### config.mk
export PLATFORM = sky130hd
export DESIGN_NAME = signed_field_bit_packer_flat
export DESIGN_NICKNAME = d
export VERILOG_FILES = /design/src/sfbp_pkg.sv /design/src/sfbp_if.sv /design/src/sfbp_fifo.sv /design/src/sfbp_front.sv /design/src/sfbp_back.sv /design/src/signed_field_bit_packer.sv /design/src/flat_wrapper.sv
export SDC_FILE = /design/constraint.sdc
export NUM_CORES = 1
export LEC_CHECK = 0
export ABC_CLOCK_PERIOD_IN_PS = 6400
export BUFFER_PORTS_ARGS = -buffer_cell sky130_fd_sc_hd__buf_2
export CORE_AREA = 4 4 170 172
export CTS_CLUSTER_DIAMETER = 120
export DETAILED_ROUTE_END_ITERATION = 10
export DIE_AREA = 0 0 174 176
export PLACE_DENSITY = 0.7
export SLEW_MARGIN = 20
export SYNTH_ARGS = -nofsm -noshare
export SYNTH_HDL_FRONTEND = slang
export SYNTH_HIERARCHICAL = 1
export SYNTH_SLANG_ARGS = --single-unit
### constraint.sdc
create_clock -name clk -period 6.4 [get_ports clk]
set_input_delay 1.28 -clock clk [delete_from_list [all_inputs] [get_ports clk]]
set_output_delay 1.28 -clock clk [all_outputs]
set_load 0.005 [all_outputs]
### src/sfbp_pkg.sv
// ----------------------------------------------------------------------------
// Signed field bit packer: shared definitions
// Widths, register map and the types passed between front end and back end.
// ----------------------------------------------------------------------------
package sfbp_pkg;

	localparam int SAMPLE_W = 32;
	localparam int BYTE_W   = 8;
	localparam int PEND_W   = 7;
	localparam int PCNT_W   = 3;
	localparam int CFG_W    = 6;
	localparam int APB_AW   = 3;
	localparam int APB_DW   = 32;

	localparam logic [CFG_W-1:0] FIELD_WIDTH_RESET = 6'd16;

	// Register index, taken from paddr[2].
	localparam logic REG_FIELD_WIDTH = 1'b0;

	// Per-field control that travels through the queue with the field bits.
	typedef struct packed {
		logic eob;
		logic clip;
	} sfbp_tag_t;

	// Back-end status seen by the top level.
	typedef struct packed {
		logic              act;
		logic [PCNT_W-1:0] pcnt;
	} sfbp_back_stat_t;

endpackage

### src/sfbp_if.sv
// ----------------------------------------------------------------------------
// Signed field bit packer: stream interfaces
// Valid/ready channels for input samples and packed output bytes.
// ----------------------------------------------------------------------------
interface sfbp_in_if;
	logic               valid;
	logic               ready;
	logic signed [31:0] sample_value;
	logic               end_of_block;

	modport source (output valid, output sample_value, output end_of_block, input ready);
	modport sink   (input valid, input sample_value, input end_of_block, output ready);
endinterface

interface sfbp_out_if;
	logic       valid;
	logic       ready;
	logic [7:0] packed_byte;
	logic       final_byte;
	logic       clipped;

	modport source (output valid, output packed_byte, output final_byte, output clipped,
		input ready);
	modport sink   (input valid, input packed_byte, input final_byte, input clipped,
		output ready);
endinterface

### src/sfbp_fifo.sv
// ----------------------------------------------------------------------------
// Signed field bit packer: field queue
// Two-entry register queue between the front end and the back end.
// ----------------------------------------------------------------------------
module sfbp_fifo #(
	parameter int DATA_W = 8
) (
	input  logic              clk,
	input  logic              arst_n,
	input  logic              push,
	input  logic [DATA_W-1:0] wdata,
	input  logic              pop,
	output logic [DATA_W-1:0] rdata,
	output logic              valid,
	output logic              full
);

	logic [DATA_W-1:0] mem_q [2];
	logic              wptr_q;
	logic              rptr_q;
	logic [1:0]        cnt_q;

	assign rdata = mem_q[rptr_q];
	assign valid = (cnt_q != 2'd0);
	assign full  = (cnt_q == 2'd2);

	always_ff @(posedge clk) begin
		if (push) begin
			mem_q[wptr_q] <= wdata;
		end
	end

	always_ff @(posedge clk or negedge arst_n) begin
		if (!arst_n) begin
			wptr_q <= 1'b0;
			rptr_q <= 1'b0;
			cnt_q  <= 2'd0;
		end else begin
			if (push) begin
				wptr_q <= ~wptr_q;
			end
			if (pop) begin
				rptr_q <= ~rptr_q;
			end
			unique case ({push, pop})
				2'b10:   cnt_q <= cnt_q + 2'd1;
				2'b01:   cnt_q <= cnt_q - 2'd1;
				default: cnt_q <= cnt_q;
			endcase
		end
	end

endmodule

### src/sfbp_front.sv
// ----------------------------------------------------------------------------
// Signed field bit packer: front end
// Takes samples, saturates them into left-aligned sign-magnitude fields and
// keeps the sticky clip flag of the current block.
// ----------------------------------------------------------------------------
module sfbp_front import sfbp_pkg::*; #(
	parameter int FW = 32,
	parameter int WW = 6
) (
	input  logic             clk,
	input  logic             arst_n,
	sfbp_in_if.sink          samples,
	input  logic [CFG_W-1:0] field_width,
	input  logic             q_full,
	output logic             q_push,
	output logic [FW-1:0]    fld,
	output logic [WW-1:0]    wid,
	output sfbp_tag_t        tag
);

	localparam int MXW = (FW > SAMPLE_W) ? FW : SAMPLE_W;

	logic [SAMPLE_W-1:0] raw;
	logic [SAMPLE_W-1:0] mag;
	logic [MXW-1:0]      mag_x;
	logic [WW-1:0]       wm1;
	logic                neg;
	logic                clip_now;
	logic [FW-1:0]       maxmag;
	logic [FW-1:0]       field;
	logic                clip_seen_q;

	// Out-of-range widths are clamped to 1..FW.
	always_comb begin
		if (field_width == '0) begin
			wid = WW'(1);
		end else if (32'(field_width) > 32'(FW)) begin
			wid = WW'(FW);
		end else begin
			wid = WW'(field_width);
		end
	end

	assign raw      = samples.sample_value;
	assign neg      = raw[SAMPLE_W-1];
	assign mag      = neg ? (~raw + SAMPLE_W'(1)) : raw;
	assign mag_x    = MXW'(mag);
	assign wm1      = wid - WW'(1);
	assign clip_now = ((mag_x >> wm1) != '0);
	assign maxmag   = {FW{1'b1}} >> (WW'(FW) - wm1);

	always_comb begin
		field = clip_now ? maxmag : mag_x[FW-1:0];
		field = field | (FW'(neg) << wm1);
	end

	// The back end consumes from the top bit down, so the field is left-aligned.
	assign fld = field << (WW'(FW) - wid);

	assign samples.ready = !q_full;
	assign q_push        = samples.valid && !q_full;
	assign tag.eob       = samples.end_of_block;
	assign tag.clip      = clip_seen_q || clip_now;

	always_ff @(posedge clk or negedge arst_n) begin
		if (!arst_n) begin
			clip_seen_q <= 1'b0;
		end else if (q_push) begin
			clip_seen_q <= samples.end_of_block ? 1'b0 : (clip_seen_q || clip_now);
		end
	end

endmodule

### src/sfbp_back.sv
// ----------------------------------------------------------------------------
// Signed field bit packer: back end
// Merges queued fields with the pending bits and emits one byte a cycle while
// the output is not held off, including the closing byte of a block, zero-padded.
// ----------------------------------------------------------------------------
module sfbp_back import sfbp_pkg::*; #(
	parameter int FW = 32,
	parameter int WW = 6
) (
	input  logic            clk,
	input  logic            arst_n,
	input  logic            q_valid,
	input  logic [FW-1:0]   q_fld,
	input  logic [WW-1:0]   q_wid,
	input  sfbp_tag_t       q_tag,
	output logic            q_pop,
	sfbp_out_if.source      stream,
	output sfbp_back_stat_t stat
);

	localparam int TW = $clog2(FW + BYTE_W);

	logic [FW-1:0]        fld_q;
	logic [WW-1:0]        rem_q;
	logic                 eob_q;
	logic                 clip_q;
	logic                 act_q;
	logic [PEND_W-1:0]    pend_q;
	logic [PCNT_W-1:0]    pcnt_q;
	logic                 ovalid_q;
	logic [BYTE_W-1:0]    byte_q;
	logic                 fin_q;
	logic                 oclip_q;

	logic [FW+BYTE_W-1:0] fld_pad;
	logic [BYTE_W-1:0]    top8;
	logic [TW-1:0]        total;
	logic                 full_byte;
	logic                 need_out;
	logic                 adv;
	logic                 step;
	logic                 emit;
	logic                 finish;
	logic [3:0]           take;
	logic [3:0]           r4;
	logic [WW-1:0]        rem_after;
	logic [BYTE_W-1:0]    byte_v;
	logic [BYTE_W-1:0]    absorb_v;

	assign fld_pad   = {fld_q, BYTE_W'(0)};
	assign top8      = fld_pad[FW+BYTE_W-1 -: BYTE_W];
	assign total     = TW'(pcnt_q) + TW'(rem_q);
	assign full_byte = (total >= TW'(BYTE_W));
	assign need_out  = full_byte || eob_q;
	assign adv       = !ovalid_q || stream.ready;
	assign step      = act_q && (!need_out || adv);
	assign emit      = step && need_out;

	assign take      = 4'd8 - {1'b0, pcnt_q};
	assign r4        = 4'(rem_q);
	assign rem_after = WW'(TW'(rem_q) - TW'(take));

	// Pending bits sit on top, the next field bits fill the rest of the byte.
	assign byte_v   = (BYTE_W'({1'b0, pend_q}) << take) | (top8 >> pcnt_q);
	assign absorb_v = (BYTE_W'({1'b0, pend_q}) << r4) | (top8 >> (4'd8 - r4));

	// A non-closing entry retires on its last byte or on absorbing leftover bits.
	assign finish = step && (full_byte ? ((rem_after == '0) && !eob_q) : 1'b1);
	assign q_pop  = q_valid && (!act_q || finish);

	always_ff @(posedge clk) begin
		if (q_pop) begin
			fld_q  <= q_fld;
			rem_q  <= q_wid;
			eob_q  <= q_tag.eob;
			clip_q <= q_tag.clip;
		end else if (step && full_byte) begin
			fld_q <= fld_q << take;
			rem_q <= rem_after;
		end
		if (emit) begin
			byte_q  <= byte_v;
			fin_q   <= !full_byte;
			oclip_q <= clip_q;
		end
	end

	always_ff @(posedge clk or negedge arst_n) begin
		if (!arst_n) begin
			act_q    <= 1'b0;
			pend_q   <= '0;
			pcnt_q   <= '0;
			ovalid_q <= 1'b0;
		end else begin
			if (q_pop) begin
				act_q <= 1'b1;
			end else if (finish) begin
				act_q <= 1'b0;
			end
			if (step) begin
				if (need_out) begin
					pend_q <= '0;
					pcnt_q <= '0;
				end else begin
					pend_q <= absorb_v[PEND_W-1:0];
					pcnt_q <= pcnt_q + r4[PCNT_W-1:0];
				end
			end
			if (adv) begin
				ovalid_q <= emit;
			end
		end
	end

	assign stream.valid       = ovalid_q;
	assign stream.packed_byte = byte_q;
	assign stream.final_byte  = fin_q;
	assign stream.clipped     = oclip_q;

	assign stat.act  = act_q;
	assign stat.pcnt = pcnt_q;

endmodule

### src/signed_field_bit_packer.sv
// ----------------------------------------------------------------------------
// Signed field bit packer
// Packs signed samples as saturated sign-magnitude fields into a byte stream.
// ----------------------------------------------------------------------------
//  Channel   Role      Transaction
//  samples   sink      one sample_value with its end_of_block mark
//  stream    source    one packed byte with final_byte and clipped flags
//  APB       slave     field_width register at byte address 0
//
//  An accepted sample is written into the queue at the accepting edge. The back
//  end then emits each byte that the field completes and handles the bits left
//  over (absorbed into the pending byte or sent as the closing byte). For a
//  32-bit field the byte-wide output register sets the sample rate. With the
//  back end idle, a sample passes the queue and the back-end field register
//  before its first byte is valid at the output. A two-entry queue lets samples
//  be taken while bytes wait at the output. Reset clears all control state.
// ----------------------------------------------------------------------------
module signed_field_bit_packer import sfbp_pkg::*; #(
	parameter int MAX_FIELD_WIDTH = 32
) (
	input  logic              clk,
	input  logic              arst_n,
	sfbp_in_if.sink           samples,
	sfbp_out_if.source        stream,
	input  logic              psel,
	input  logic              penable,
	input  logic              pwrite,
	input  logic [APB_AW-1:0] paddr,
	input  logic [APB_DW-1:0] pwdata,
	output logic [APB_DW-1:0] prdata,
	output logic              pready
);

	localparam int FW     = MAX_FIELD_WIDTH;
	localparam int WW     = $clog2(FW + 1);
	localparam int TAG_W  = $bits(sfbp_tag_t);
	localparam int DATA_W = FW + WW + TAG_W;

	logic [CFG_W-1:0]  field_width_q;
	logic              cfg_wr;

	logic              q_push;
	logic              q_pop;
	logic              q_valid;
	logic              q_full;
	logic [FW-1:0]     f_fld;
	logic [WW-1:0]     f_wid;
	sfbp_tag_t         f_tag;
	logic [DATA_W-1:0] q_rdata;
	sfbp_back_stat_t   bk_stat;

	assign pready = 1'b1;
	assign cfg_wr = psel && penable && pwrite && pready && (paddr[2] == REG_FIELD_WIDTH);
	assign prdata = (paddr[2] == REG_FIELD_WIDTH) ? APB_DW'(field_width_q) : '0;

	always_ff @(posedge clk or negedge arst_n) begin
		if (!arst_n) begin
			field_width_q <= FIELD_WIDTH_RESET;
		end else if (cfg_wr) begin
			field_width_q <= pwdata[CFG_W-1:0];
		end
	end

	sfbp_front #(
		.FW(FW),
		.WW(WW)
	) u_front (
		.clk         (clk),
		.arst_n      (arst_n),
		.samples     (samples),
		.field_width (field_width_q),
		.q_full      (q_full),
		.q_push      (q_push),
		.fld         (f_fld),
		.wid         (f_wid),
		.tag         (f_tag)
	);

	sfbp_fifo #(
		.DATA_W(DATA_W)
	) u_fifo (
		.clk    (clk),
		.arst_n (arst_n),
		.push   (q_push),
		.wdata  ({f_fld, f_wid, f_tag}),
		.pop    (q_pop),
		.rdata  (q_rdata),
		.valid  (q_valid),
		.full   (q_full)
	);

	sfbp_back #(
		.FW(FW),
		.WW(WW)
	) u_back (
		.clk     (clk),
		.arst_n  (arst_n),
		.q_valid (q_valid),
		.q_fld   (q_rdata[DATA_W-1 -: FW]),
		.q_wid   (q_rdata[TAG_W +: WW]),
		.q_tag   (sfbp_tag_t'(q_rdata[TAG_W-1:0])),
		.q_pop   (q_pop),
		.stream  (stream),
		.stat    (bk_stat)
	);

	// The queue never reports full while it reports empty.
	a_queue_flags: assert property (@(posedge clk) disable iff (!arst_n)
		!(q_full && !q_valid))
		else $error("queue full while empty");

	// An accepted sample is held in the queue in the following cycle.
	a_push_lands: assert property (@(posedge clk) disable iff (!arst_n)
		(samples.valid && samples.ready) |=> q_valid)
		else $error("accepted sample not queued");

	// A byte can only appear while the back end is working on a field.
	a_byte_source: assert property (@(posedge clk) disable iff (!arst_n)
		$rose(stream.valid) |-> $past(bk_stat.act))
		else $error("output byte without an active field");

	// A freshly emitted closing byte leaves no bits pending.
	a_flush_clears: assert property (@(posedge clk) disable iff (!arst_n)
		($rose(stream.valid) && stream.final_byte) |-> (bk_stat.pcnt == '0))
		else $error("pending bits left after a closing byte");

endmodule

### src/flat_wrapper.sv
// flat-port wrapper written by rule: the top's interface ports become plain ports
module signed_field_bit_packer_flat import sfbp_pkg::*;
#(
	parameter int MAX_FIELD_WIDTH = 32
)
  (clk, arst_n, psel, penable, pwrite, paddr, pwdata, prdata, pready, samples_valid, samples_sample_value, samples_end_of_block, samples_ready, stream_valid, stream_packed_byte, stream_final_byte, stream_clipped, stream_ready);
  sfbp_in_if samples_i ();
  sfbp_out_if stream_i ();
  input  logic clk;
  input  logic arst_n;
  input  logic psel;
  input  logic penable;
  input  logic pwrite;
  input  logic [APB_AW-1:0] paddr;
  input  logic [APB_DW-1:0] pwdata;
  output logic [APB_DW-1:0] prdata;
  output logic pready;
  input wire logic [$bits(samples_i.valid)-1:0] samples_valid;
  input wire logic [$bits(samples_i.sample_value)-1:0] samples_sample_value;
  input wire logic [$bits(samples_i.end_of_block)-1:0] samples_end_of_block;
  output wire logic [$bits(samples_i.ready)-1:0] samples_ready;
  output wire logic [$bits(stream_i.valid)-1:0] stream_valid;
  output wire logic [$bits(stream_i.packed_byte)-1:0] stream_packed_byte;
  output wire logic [$bits(stream_i.final_byte)-1:0] stream_final_byte;
  output wire logic [$bits(stream_i.clipped)-1:0] stream_clipped;
  input wire logic [$bits(stream_i.ready)-1:0] stream_ready;
  assign samples_i.valid = samples_valid;
  assign samples_i.sample_value = samples_sample_value;
  assign samples_i.end_of_block = samples_end_of_block;
  assign samples_ready = samples_i.ready;
  assign stream_valid = stream_i.valid;
  assign stream_packed_byte = stream_i.packed_byte;
  assign stream_final_byte = stream_i.final_byte;
  assign stream_clipped = stream_i.clipped;
  assign stream_i.ready = stream_ready;
  signed_field_bit_packer #(.MAX_FIELD_WIDTH(MAX_FIELD_WIDTH)) u_core (.clk(clk), .arst_n(arst_n), .samples(samples_i), .stream(stream_i), .psel(psel), .penable(penable), .pwrite(pwrite), .paddr(paddr), .pwdata(pwdata), .prdata(prdata), .pready(pready));
endmodule
==> flow_metrics.tcl <==
set metrics [dict create \
    status "completed" \
    fp.dieW_um 174 \
    clkPwrFrac_pct 11.4 \
    clock_skew_ns 0.00889 \
    max_slew_margin_pct 34.9 \
    power.share.combinational_pct 64.4 \
    ctsResizeCount 0 \
    antenna_found_initial 0 \
    cts_tree "built" \
    htreeDepth 4 \
    fp.dieH_um 176 \
    die_area_sq_um 30600 \
    cap_violations 0 \
    antenna_left 0 \
    min_period_ns 5.87 \
    cts_setup_buffers 0 \
    maxSlewViolCount 0 \
    viasPerCell 6.40 \
    critPathRequiredTime_ns 6.63 \
    pwr-share-seq_pct 24.1 \
    rsz0062_at_grt "false" \
    p_switching_mw 4.20 \
    seqCellArea_sq_um 4480 \
    cts.sinks 153 \
    min_path_type "reg -> reg" \
    grt.overflow.total 0 \
    std_cell_rows 61 \
    num_vias 11600 \
    preCtsSetupSlack_ns 0.157 \
    track_usage_pct 23.9 \
    critical_path_peak_fanout 14 \
    nFillCells 2460 \
    hold_buffers 0 \
    switching_share_pct 47.3 \
    first_iter_violations 1124 \
    clk_path_buf_depth 2 \
    io_pins 120 \
    grt_pass1_wl_um 59400 \
    p_int_mw 4.68 \
    syn_area_sq_um 13600 \
    p_leak_nw 5.84 \
    clock_latency_ns 0.44 \
    drc 0 \
    grt_pass1_vias 11000 \
    initial_core_util_pct 49.4 \
    fmax_mhz 170 \
    crit_path_end_kind "flop" \
    io_buffers 64 \
    dp_hpwl_um 27800 \
    period_share_pct 91.7 \
    place.gp.congestion 0.978 \
    wire_per_inst_um 20.6 \
    synthCells 1418 \
    multi_input_area_sq_um 8350 \
    drive_above_1_share_pct 21.1 \
    fp.coreArea_sq_um 27500 \
    hold_violations 0 \
    cts_inserted_buffers 17 \
    setup_violations 0 \
    tns_ns 0 \
    yosysWarnings 6 \
    first_pass_iters 5 \
    p_per_area_nw_per_um2 599 \
    grt_start_max_net_pins 57 \
    setup_ws_ns 0.533 \
    worstSetupPathType "in -> reg" \
    layout_common_cells "130 x nand2_1, 130 x edfxtp_1, 111 x nor2_1" \
    clk_pin_slew_ns 0.07 \
    routed_wl_um 37300 \
    antenna_cells 0 \
    synthToLayoutAreaGrowth_pct 9.41 \
    worst_pin_slew_ns 0.973 \
    start_kind "input pin" \
    nets 1541 \
    clockRootBuffer "clkbuf_16" \
    worstPathArrival_ns 6.10 \
    syn_avg_cell_area_sq_um 9.57 \
    peakVddDrop_mv 0.278 \
]
[routing by layer]
metal / track usage (%) / share of wire (%) / vias to the layer above
met5: 0 / 0 / -
met4: 8.71 / 3.2 / 0
met3: 3.53 / 6.9 / 86
met2: 40.0 / 48 / 492
met1: 31.7 / 42 / 5594
li1: - / - / 5413
[sequential cells by signal, summed over array words and instances (netlist names), 2 cells and up]
register and flops:
u_core/u_back/stream.packed_byte 8, u_core/u_back/pend_q 7, u_core/u_back/rem_q 6, u_core/u_back/pcnt_q 3, u_core/u_fifo/cnt_q 2, u_core/field_width_q 6
u_core/u_back/fld_q 32, u_core/u_fifo/mem_q 80
[stage by stage]
step	utilization [%]	cell area (sq um)	hold slack, ns	power (mW)	cells
finish	54.0	14800	0.460	8.89	1809
global route	54.0	14800	0.478	9.48	1809
CTS	54.0	14800	0.463	8.82	1809
detailed placement	51.8	14200	0.443	7.76	1777
global placement	51.7	14200	0.436	7.65	1776
floorplan	-	13700	0.400	6.32	1443
[layout make-up]
class                      instances  area share, %
clock inverter                    15           1.27
multi-input combinational       1111           56.2
tap                              346           2.92
inverter                          40           1.01
timing repair buffer             127           5.51
clock buffer                      17           2.87
sequential                       153           30.2
[critical path, cell delays in order]
cell	delay, ns
buf_2	0.13
or4_1	0.52
or3_1	0.58
or4_1	0.60
mux2_2	0.27
mux2i_1	0.15
o32a_1	0.28
o31ai_2	0.11
o211ai_4	0.35
buf_4	0.20
mux2_1	0.32
mux4_2	0.52
a221oi_2	0.28
mux2i_1	0.18
a21oi_1	0.31
[power groups by stage]
stage          logic [mW]  clock network, mW  registers, mW
2_1_floorplan        4.33                  0           2.00
3_3_place_gp         5.51                  0           2.14
3_5_place_dp         5.60                  0           2.16
4_1_cts              5.64               1.04           2.14
5_1_grt              6.20               1.08           2.20
6_report             5.73               1.02           2.14
[path summary, 6_finish.rpt]
kind	cells past startpoint	end	slack (ns)	startpoint
worst max-delay path	15	u_core/u_fifo/mem_q[1][36]$_DFFE_PP_	0.53	samples_sample_value[13]
worst min-delay path	0	u_core/u_back/stream.clipped$_DFFE_PP_	0.46	u_core/u_back/clip_q$_DFFE_PP_
worst max register to register	18	u_core/u_fifo/mem_q[1][23]$_DFFE_PP_	0.78	u_core/field_width_q[1]$_DFFE_PN0P_
worst min register to register	0	u_core/u_back/stream.clipped$_DFFE_PP_	0.46	u_core/u_back/clip_q$_DFFE_PP_
max in group asynchronous	1	u_core/u_fifo/rptr_q$_DFFE_PN0P_	5.19	arst_n
min in group asynchronous	1	u_core/u_back/pend_q[6]$_DFFE_PN0P_	0.82	arst_n
(Power assumes the default switching activity.)
